<file path="src/rtl/pcrm_pkg.sv">
// ----------------------------------------------------------------------------
// pcrm_pkg - shared types and constants
// Field widths, register indexes and the request/response bundle that links
// the rate meter control to its bit-serial rate divider.
// ----------------------------------------------------------------------------
package pcrm_pkg;

    localparam int unsigned CNT_W      = 32;   // piece count width
    localparam int unsigned TIME_W     = 32;   // millisecond time stamp width
    localparam int unsigned RATE_W     = 24;   // Q16.8 rate width
    localparam int unsigned CFG_W      = 16;   // widest config register
    localparam int unsigned SHIFT_W    = 3;    // smooth_shift width
    localparam int unsigned SCALE_W    = 10;   // bits of the ms-to-s factor
    localparam int unsigned RATE_SCALE = 1000; // ms per second
    localparam int unsigned CFG_ADDR_W = 2;

    localparam logic [CFG_ADDR_W-1:0] CFG_WINDOW  = 2'd0;
    localparam logic [CFG_ADDR_W-1:0] CFG_MIN_REF = 2'd1;
    localparam logic [CFG_ADDR_W-1:0] CFG_MAX_REF = 2'd2;
    localparam logic [CFG_ADDR_W-1:0] CFG_SHIFT   = 2'd3;

    localparam logic [CFG_W-1:0]   WINDOW_RST  = 16'd1000;
    localparam logic [CFG_W-1:0]   MIN_REF_RST = 16'd30;
    localparam logic [CFG_W-1:0]   MAX_REF_RST = 16'd1000;
    localparam logic [SHIFT_W-1:0] SHIFT_RST   = 3'd1;

    typedef struct packed {
        logic              start;
        logic [CNT_W-1:0]  count;
        logic [TIME_W-1:0] ms;
    } t_div_req;

    typedef struct packed {
        logic              done;
        logic [RATE_W-1:0] quo;
    } t_div_rsp;

endpackage

</file>
<file path="src/rtl/pcrm_div.sv">
// ----------------------------------------------------------------------------
// pcrm_div - bit-serial rate divider
// Computes floor(1000 * count * 2^FRAC_BITS / ms), saturated to the rate
// width, 0 when ms is 0. Restoring division, one quotient bit per cycle.
// ----------------------------------------------------------------------------
module pcrm_div #(
    parameter int unsigned FRAC_BITS = 8
) (
    input  logic              i_clk,
    input  logic              i_rst_n,
    input  pcrm_pkg::t_div_req i_req,
    output pcrm_pkg::t_div_rsp o_rsp
);
    import pcrm_pkg::*;

    localparam int unsigned PW    = CNT_W + SCALE_W;
    localparam int unsigned NW    = PW + FRAC_BITS;
    localparam int unsigned BIT_W = $clog2(RATE_W);

    typedef enum logic [1:0] {
        D_IDLE,
        D_MUL,
        D_LOAD,
        D_RUN
    } t_dstate;

    t_dstate           r_state;
    logic [CNT_W-1:0]  r_cnt;
    logic [TIME_W-1:0] r_ms;
    logic [PW-1:0]     r_prod;
    logic [TIME_W-1:0] r_rem;
    logic [RATE_W-1:0] r_low;
    logic [RATE_W-1:0] r_q;
    logic [BIT_W-1:0]  r_bit;
    logic              r_done;

    logic [NW-1:0]     w_num;
    logic              w_sat;
    logic [TIME_W:0]   w_trial;
    logic              w_ge;

    assign w_num   = NW'(r_prod) << FRAC_BITS;
    // quotient needs more than RATE_W bits when num >> RATE_W reaches ms
    assign w_sat   = NW'(w_num >> RATE_W) >= NW'(r_ms);
    assign w_trial = {r_rem, r_low[RATE_W-1]};
    assign w_ge    = w_trial >= {1'b0, r_ms};

    always_ff @(posedge i_clk) begin
        if (!i_rst_n) begin
            r_state <= D_IDLE;
            r_done  <= 1'b0;
            r_bit   <= '0;
        end else begin
            // one-cycle pulse: early exit at load or last quotient bit
            r_done <= ((r_state == D_LOAD) && ((r_ms == '0) || w_sat))
                      || ((r_state == D_RUN) && (r_bit == '0));
            case (r_state)
                D_IDLE: begin
                    if (i_req.start) begin
                        r_cnt   <= i_req.count;
                        r_ms    <= i_req.ms;
                        r_state <= D_MUL;
                    end
                end
                D_MUL: begin
                    r_prod  <= PW'(r_cnt) * PW'(RATE_SCALE);
                    r_state <= D_LOAD;
                end
                D_LOAD: begin
                    r_rem <= TIME_W'(w_num >> RATE_W);
                    r_low <= w_num[RATE_W-1:0];
                    r_bit <= BIT_W'(RATE_W - 1);
                    if (r_ms == '0) begin
                        r_q     <= '0;
                        r_state <= D_IDLE;
                    end else if (w_sat) begin
                        r_q     <= '1;
                        r_state <= D_IDLE;
                    end else begin
                        r_state <= D_RUN;
                    end
                end
                D_RUN: begin
                    // remainder stays below ms, so it fits TIME_W bits
                    r_rem <= w_ge ? TIME_W'(w_trial - {1'b0, r_ms})
                                  : w_trial[TIME_W-1:0];
                    r_low <= r_low << 1;
                    r_q   <= {r_q[RATE_W-2:0], w_ge};
                    r_bit <= r_bit - 1'b1;
                    if (r_bit == '0) begin
                        r_state <= D_IDLE;
                    end
                end
                default: r_state <= D_IDLE;
            endcase
        end
    end

    assign o_rsp.done = r_done;
    assign o_rsp.quo  = r_q;

endmodule

</file>
<file path="src/rtl/pulse_counter_rate_meter.sv">
// ----------------------------------------------------------------------------
// pulse_counter_rate_meter - pulse counter with gated-window rate meter
// Counts rising edges of a sampled pin, measures the rate per window, smooths
// it, and reports count and rates under refresh gating.
// ----------------------------------------------------------------------------
// Each sample is registered, checked for a window close (window division and
// smoothing filter), then checked for a due report (average division and
// output register, which can stall). A new sample is taken only when idle,
// after the previous one is through; the bit-serial divider is shared.
// Reset: synchronous, active low; counters, window and report state clear,
// config registers return to their defaults.
module pulse_counter_rate_meter #(
    parameter int unsigned RATE_FRAC_BITS = 8
) (
    input  logic                            i_clk,
    input  logic                            i_rst_n,
    input  logic                            s_axis_tvalid,
    output logic                            s_axis_tready,
    input  logic [39:0]                     s_axis_tdata,  // pin_level, now_ms, pad
    output logic                            m_axis_tvalid,
    input  logic                            m_axis_tready,
    // piece_total, average_rate, window_rate, filtered_rate
    output logic [103:0]                    m_axis_tdata,
    input  logic                            i_cfg_we,
    input  logic [pcrm_pkg::CFG_ADDR_W-1:0] i_cfg_addr,
    input  logic [pcrm_pkg::CFG_W-1:0]      i_cfg_wdata
);
    import pcrm_pkg::*;

    typedef enum logic [2:0] {
        S_IDLE,
        S_WIN,
        S_WDIV,
        S_FILT1,
        S_FILT2,
        S_DEC,
        S_ADIV,
        S_OUT
    } t_state;

    t_state             r_state;

    logic [CFG_W-1:0]   r_window;
    logic [CFG_W-1:0]   r_min_ref;
    logic [CFG_W-1:0]   r_max_ref;
    logic [SHIFT_W-1:0] r_shift;

    logic               r_prev;
    logic [CNT_W-1:0]   r_count;
    logic [TIME_W-1:0]  r_wst_time;
    logic [CNT_W-1:0]   r_wst_total;
    logic [RATE_W-1:0]  r_recent;
    logic [RATE_W-1:0]  r_smooth;
    logic [TIME_W-1:0]  r_last_time;
    logic [CNT_W-1:0]   r_last_total;
    logic               r_reported;

    logic [TIME_W-1:0]  r_now;
    logic [TIME_W-1:0]  r_elapsed;
    logic [TIME_W-1:0]  r_gap;
    logic signed [RATE_W:0] r_diff;

    t_div_req           r_req;
    t_div_rsp           w_rsp;

    logic               w_in_pin;
    logic [TIME_W-1:0]  w_in_now;
    logic               w_skip;
    logic signed [RATE_W:0] w_step;

    assign w_in_pin = s_axis_tdata[0];
    assign w_in_now = s_axis_tdata[TIME_W:1];

    assign s_axis_tready = (r_state == S_IDLE);

    assign w_step = r_diff >>> r_shift;

    // forced report and first report override suppression
    assign w_skip = ((r_gap < TIME_W'(r_min_ref)) || (r_count == r_last_total))
                    && !(r_gap > TIME_W'(r_max_ref)) && r_reported;

    pcrm_div #(
        .FRAC_BITS (RATE_FRAC_BITS)
    ) u_div (
        .i_clk   (i_clk),
        .i_rst_n (i_rst_n),
        .i_req   (r_req),
        .o_rsp   (w_rsp)
    );

    always_ff @(posedge i_clk) begin
        if (!i_rst_n) begin
            r_window  <= WINDOW_RST;
            r_min_ref <= MIN_REF_RST;
            r_max_ref <= MAX_REF_RST;
            r_shift   <= SHIFT_RST;
        end else if (i_cfg_we) begin
            case (i_cfg_addr)
                CFG_WINDOW:  r_window  <= i_cfg_wdata;
                CFG_MIN_REF: r_min_ref <= i_cfg_wdata;
                CFG_MAX_REF: r_max_ref <= i_cfg_wdata;
                CFG_SHIFT:   r_shift   <= i_cfg_wdata[SHIFT_W-1:0];
                default: ;
            endcase
        end
    end

    always_ff @(posedge i_clk) begin
        if (!i_rst_n) begin
            r_state       <= S_IDLE;
            r_prev        <= 1'b0;
            r_count       <= '0;
            r_wst_time    <= '0;
            r_wst_total   <= '0;
            r_recent      <= '0;
            r_smooth      <= '0;
            r_last_time   <= '0;
            r_last_total  <= '0;
            r_reported    <= 1'b0;
            r_req.start   <= 1'b0;
            m_axis_tvalid <= 1'b0;
        end else begin
            // divider start pulse: window close or report due
            r_req.start <= ((r_state == S_WIN) && (r_elapsed > TIME_W'(r_window)))
                           || ((r_state == S_DEC) && !w_skip);
            if ((r_state == S_OUT) && (!m_axis_tvalid || m_axis_tready)) begin
                m_axis_tvalid <= 1'b1;
            end else if (m_axis_tready) begin
                m_axis_tvalid <= 1'b0;
            end
            case (r_state)
                S_IDLE: begin
                    if (s_axis_tvalid) begin
                        r_prev    <= w_in_pin;
                        if (w_in_pin && !r_prev) begin
                            r_count <= r_count + 1'b1;
                        end
                        r_now     <= w_in_now;
                        r_elapsed <= w_in_now - r_wst_time;
                        r_gap     <= w_in_now - r_last_time;
                        r_state   <= S_WIN;
                    end
                end
                S_WIN: begin
                    if (r_elapsed > TIME_W'(r_window)) begin
                        r_req.count <= r_count - r_wst_total;
                        r_req.ms    <= r_elapsed;
                        r_wst_time  <= r_wst_time + TIME_W'(r_window);
                        r_wst_total <= r_count;
                        r_state     <= S_WDIV;
                    end else begin
                        r_state <= S_DEC;
                    end
                end
                S_WDIV: begin
                    if (w_rsp.done) begin
                        r_recent <= w_rsp.quo;
                        r_state  <= S_FILT1;
                    end
                end
                S_FILT1: begin
                    r_diff  <= {1'b0, r_recent} - {1'b0, r_smooth};
                    r_state <= S_FILT2;
                end
                S_FILT2: begin
                    // arithmetic shift floors negative steps
                    r_smooth <= r_smooth + w_step[RATE_W-1:0];
                    r_state  <= S_DEC;
                end
                S_DEC: begin
                    if (w_skip) begin
                        r_state <= S_IDLE;
                    end else begin
                        r_last_time  <= r_now;
                        r_last_total <= r_count;
                        r_reported   <= 1'b1;
                        r_req.count  <= r_count;
                        r_req.ms     <= r_now;
                        r_state      <= S_ADIV;
                    end
                end
                S_ADIV: begin
                    if (w_rsp.done) begin
                        r_state <= S_OUT;
                    end
                end
                S_OUT: begin
                    // divider holds its quotient until the next request
                    if (!m_axis_tvalid || m_axis_tready) begin
                        m_axis_tdata  <= {r_smooth, r_recent, w_rsp.quo, r_count};
                        r_state       <= S_IDLE;
                    end
                end
                default: r_state <= S_IDLE;
            endcase
        end
    end

    a_done_expected: assert property (@(posedge i_clk) disable iff (!i_rst_n)
        w_rsp.done |-> (r_state == S_WDIV) || (r_state == S_ADIV))
        else $error("divider finished with no division pending");

    a_busy_after_beat: assert property (@(posedge i_clk) disable iff (!i_rst_n)
        (s_axis_tvalid && s_axis_tready) |=> !s_axis_tready)
        else $error("sample taken while previous beat still in work");

    a_load_from_out: assert property (@(posedge i_clk) disable iff (!i_rst_n)
        $rose(m_axis_tvalid) |-> $past(r_state) == S_OUT)
        else $error("report raised outside the output step");

    a_start_idle_div: assert property (@(posedge i_clk) disable iff (!i_rst_n)
        r_req.start |=> (r_state == S_WDIV) || (r_state == S_ADIV))
        else $error("division requested without waiting for it");

endmodule
</file>
<file path="config.mk">
export PLATFORM = sky130hd
export DESIGN_NAME = pulse_counter_rate_meter
export DESIGN_NICKNAME = d
export VERILOG_FILES = /design/src/rtl/pcrm_pkg.sv /design/src/rtl/pcrm_div.sv /design/src/rtl/pulse_counter_rate_meter.sv
export SDC_FILE = /design/constraint.sdc
export NUM_CORES = 2
export LEC_CHECK = 0
export BUFFER_PORTS_ARGS = -buffer_cell sky130_fd_sc_hd__buf_4
export CAP_MARGIN = 10
export CORE_MARGIN = 4
export CORE_UTILIZATION = 46
export DETAILED_ROUTE_END_ITERATION = 6
export PLACE_DENSITY = 0.69
export SYNTH_ARGS = -nofsm -noshare
export SYNTH_HDL_FRONTEND = slang
export SYNTH_SLANG_ARGS = --single-unit
</file>
<file path="constraint.sdc">
create_clock -name i_clk -period 19.3 [get_ports i_clk]
set_input_delay 0.965 -clock i_clk [delete_from_list [all_inputs] [get_ports i_clk]]
set_output_delay 0.965 -clock i_clk [all_outputs]
set_load 0.02 [all_outputs]
</file>
==> results.cfg <==
[detailed_routing]
vias_per_cell = 5.376
drtPass1Iterations = 6
wl_mm = 100.1
postRouteAntennaNets = 0
route.detailed.wl_per_inst_um = 17.18
drt_iter0_markers = 2293
via_count = 31330
drc = 0

[synth]
synth_area_mm2 = 0.04409
ys_types = 93
syn_avg_cell_area_um2 = 10.09
synth_area_leaders = edfxtp_1 (31%), dfxtp_1 (12%), ha_1 (9.9%), fa_1 (5.7%), nand2_1 (5.0%)
netlist.top_cell.by_area = edfxtp_1
synthArstFlopShare_pct = 0
synth_seq_area_share_pct = 43.84
synth_edf_count = 461
syn-num-nets = 4908
synth_top_area_share_pct = 31.40
ys.warnings.count = 0
yosys_most_used_dff = edfxtp_1
ys_ff_latch = 735
synth_cells = 4371

[cells_and_area]
largest_register_ff_count = 104
antennaDiodeCount = 0
top_regs = m_axis_tdata: 104 flops, r_req: 65 flops, u_div.r_prod: 39 flops
regMostFlops = m_axis_tdata
fin_nets = 5030
layout-drive-gt1-share_pct = 8.788
n_fill_cell = 8519
area_growth_pct = 11.99

[clocking]
cts_setup_buffers = 0
clk_latency_ns = 0.64
postCtsResizedCells = 0
numCtsBuffers = 82
cts_root_buffer = clkbuf_16
cts_tree = done
hold_buffers = 0
htree_levels = 3
cts_buffer_depth = 3
cts.sinks = 735
path_clk_slew_ns = 0.06

[sta]
relSlewSlack_pct = 20.72
hold_viol = 0
period_share_pct = 30.53
finalSetupTns_ns = 0
worstMarginPinSlew_ns = 1.188
max_freq_mhz = 169.7
rsz0062_at_grt = no
min_period_ns = 5.892
finalMaxSlewViolations = 0
skew_ns = 0.02012
setup-violations-final = 0

[critical_path]
worst_ep_required_time_ns = 19.67
path_class = reg -> reg
end_kind = flip-flop
crit_fanout = 5
cp-start-kind = flip-flop
arrival_ns = 6.26

[pwr]
vdd_drop_max_mv = 0.07462
power_density_mw_per_mm2 = 107.7
fin_total_pwr_mw = 5.316
p_leak_nw = 19.93

[global_route]
grt_max_degree = 113
grt_usage_pct = 19.43
grt-ovfl-total = 0
grt_pass1_wl_mm = 161.3
grt_pass1_vias = 30490
grt_antenna_before_repair = 1

[job]
cap_violations = 0

[worst_hold_path]
hp-class = reg -> reg

[floorplanning]
io_pins = 169
initial_core_util_pct = 46.41
die_h_um = 317.6
rows = 113
core_area_mm2 = 0.09501
die_area_mm2 = 0.1009
die_x_um = 317.6

[placed_design]
numPortBuffers = 161
dpl.hpwl_mm = 73.91
place_congestion = 0.8851

[status]
status = finished, final reports clean
-- layer usage --
metal / vias up / wire (um) / track usage, %
met3: 162 / 5081 / 3.212
li1: 15550 / - / -
met4: 2 / 2388 / 5.405
met1: 14950 / 47320 / 27.26
met2: 665 / 45330 / 31.27
met5: - / 13 / 0
-- cell type report --
cell class | count | area (um2) | share of cell area, %
repair buffers | 193 | 1456 | 2.949
clock inverters | 37 | 429.2 | 0.8691
inverters | 409 | 1535 | 3.109
clock buffers | 117 | 2338 | 4.736
flip-flops and latches | 735 | 19330 | 39.14
well taps | 1265 | 1583 | 3.205
multi-input cells | 3072 | 22710 | 45.99
-- critical path, stage by stage (launching register included) --
cell	delay, ns
edfxtp_1	0.49
fa_1	0.56
fa_1	0.52
inv_1	0.05
fa_1	0.48
fa_1	0.53
inv_1	0.04
ha_1	0.35
a21oi_1	0.17
nor2b_1	0.07
o31a_1	0.29
o31ai_1	0.47
a31oi_1	0.28
a21boi_0	0.39
o31a_1	0.32
o311ai_1	0.20
o31ai_1	0.28
xnor2_1	0.12
-- final timing paths --
| check | cells past startpoint | start | slack, ns | to |
|---|---|---|---|---|
| max | 17 | u_div.r_cnt[0]$_DFFE_PP_ | 13.41 | u_div.r_prod[41]$_DFFE_PP_ |
| min | 0 | r_req[37]$_DFFE_PP_ | 0.41 | u_div.r_cnt[5]$_DFFE_PP_ |
| max reg2reg | 17 | u_div.r_cnt[0]$_DFFE_PP_ | 13.41 | u_div.r_prod[41]$_DFFE_PP_ |
| min reg2reg | 0 | r_req[37]$_DFFE_PP_ | 0.41 | u_div.r_cnt[5]$_DFFE_PP_ |
-- through the flow --
| stage | instance area, um2 | hold WS [ns] | utilization, % | setup slack, ns | cells |
|---|---|---|---|---|---|
| 3_3_place_gp | 46610 | 0.4027 | 49.06 | 13.52 | 5674 |
| 5_1_grt | 49380 | 0.4146 | 51.97 | 13.08 | 5828 |
| 4_1_cts | 49380 | 0.4044 | 51.97 | 13.43 | 5828 |
| 6_report | 49380 | 0.4083 | 51.97 | 13.41 | 5828 |
| 3_5_place_dp | 46610 | 0.4045 | 49.06 | 13.46 | 5674 |
| 2_1_floorplan | 44090 | 0.4003 | - | 9.979 | 4371 |
-- cells by family after synthesis --
logic type,count (synthesis),synth area share (%)
buffers and inverters,564,4.881
AO/OA/AOI/OAI,919,13.82
XOR/XNOR,239,4.747
adder cells (fa/ha/maj),474,15.58
AND/OR/NAND/NOR,1302,13.84
flip-flops,735,43.84
multiplexers,138,3.300
-- cell usage in the layout (no fill, tap or decap), types with 82 or more instances in the layout --
master,instances
mux2i_1,115
buf_4,192
nor2_1,205
o21ai_0,176
a21boi_0,82
clkbuf_16,86
a21o_1,117
ha_1,349
dfxtp_1,274
edfxtp_1,461
xnor2_1,172
nand2_1,589
fa_1,125
a21oi_1,227
inv_1,407
-- power breakdown --
part	leakage (nW)	internal (mW)	switching (mW)	total [mW]
Combinational	12.4	0.767	0.995	1.76
Sequential	6.20	1.88	0.0723	1.95
Clock	1.34	0.956	0.644	1.60
Total	19.9	3.60	1.71	5.32
-- synth_stat cells (10+ instances only) --
cell and number:
fa_1 125, nor4_1 26, xnor2_1 172, and4_1 16
nor2b_1 80, a21boi_0 83, and3_1 31, a21oi_1 229
mux2i_1 115, o31ai_1 21, o211ai_1 36, a21o_1 117
o21ai_0 176, nand3_1 73, nand2_1 590, ha_1 349
nor2_1 207, mux2_2 19, or3_1 29, nand2b_1 37
a31oi_1 24, dfxtp_1 274, or2_2 15, o31a_1 16
nor3_1 63, inv_1 408, a31o_2 10, xor2_1 67
edfxtp_1 461, clkbuf_1 136, o21a_1 73, o21bai_1 28
a211oi_1 21, nand4_1 37, and2_1 63
Power figures use the tool's default switching activity.
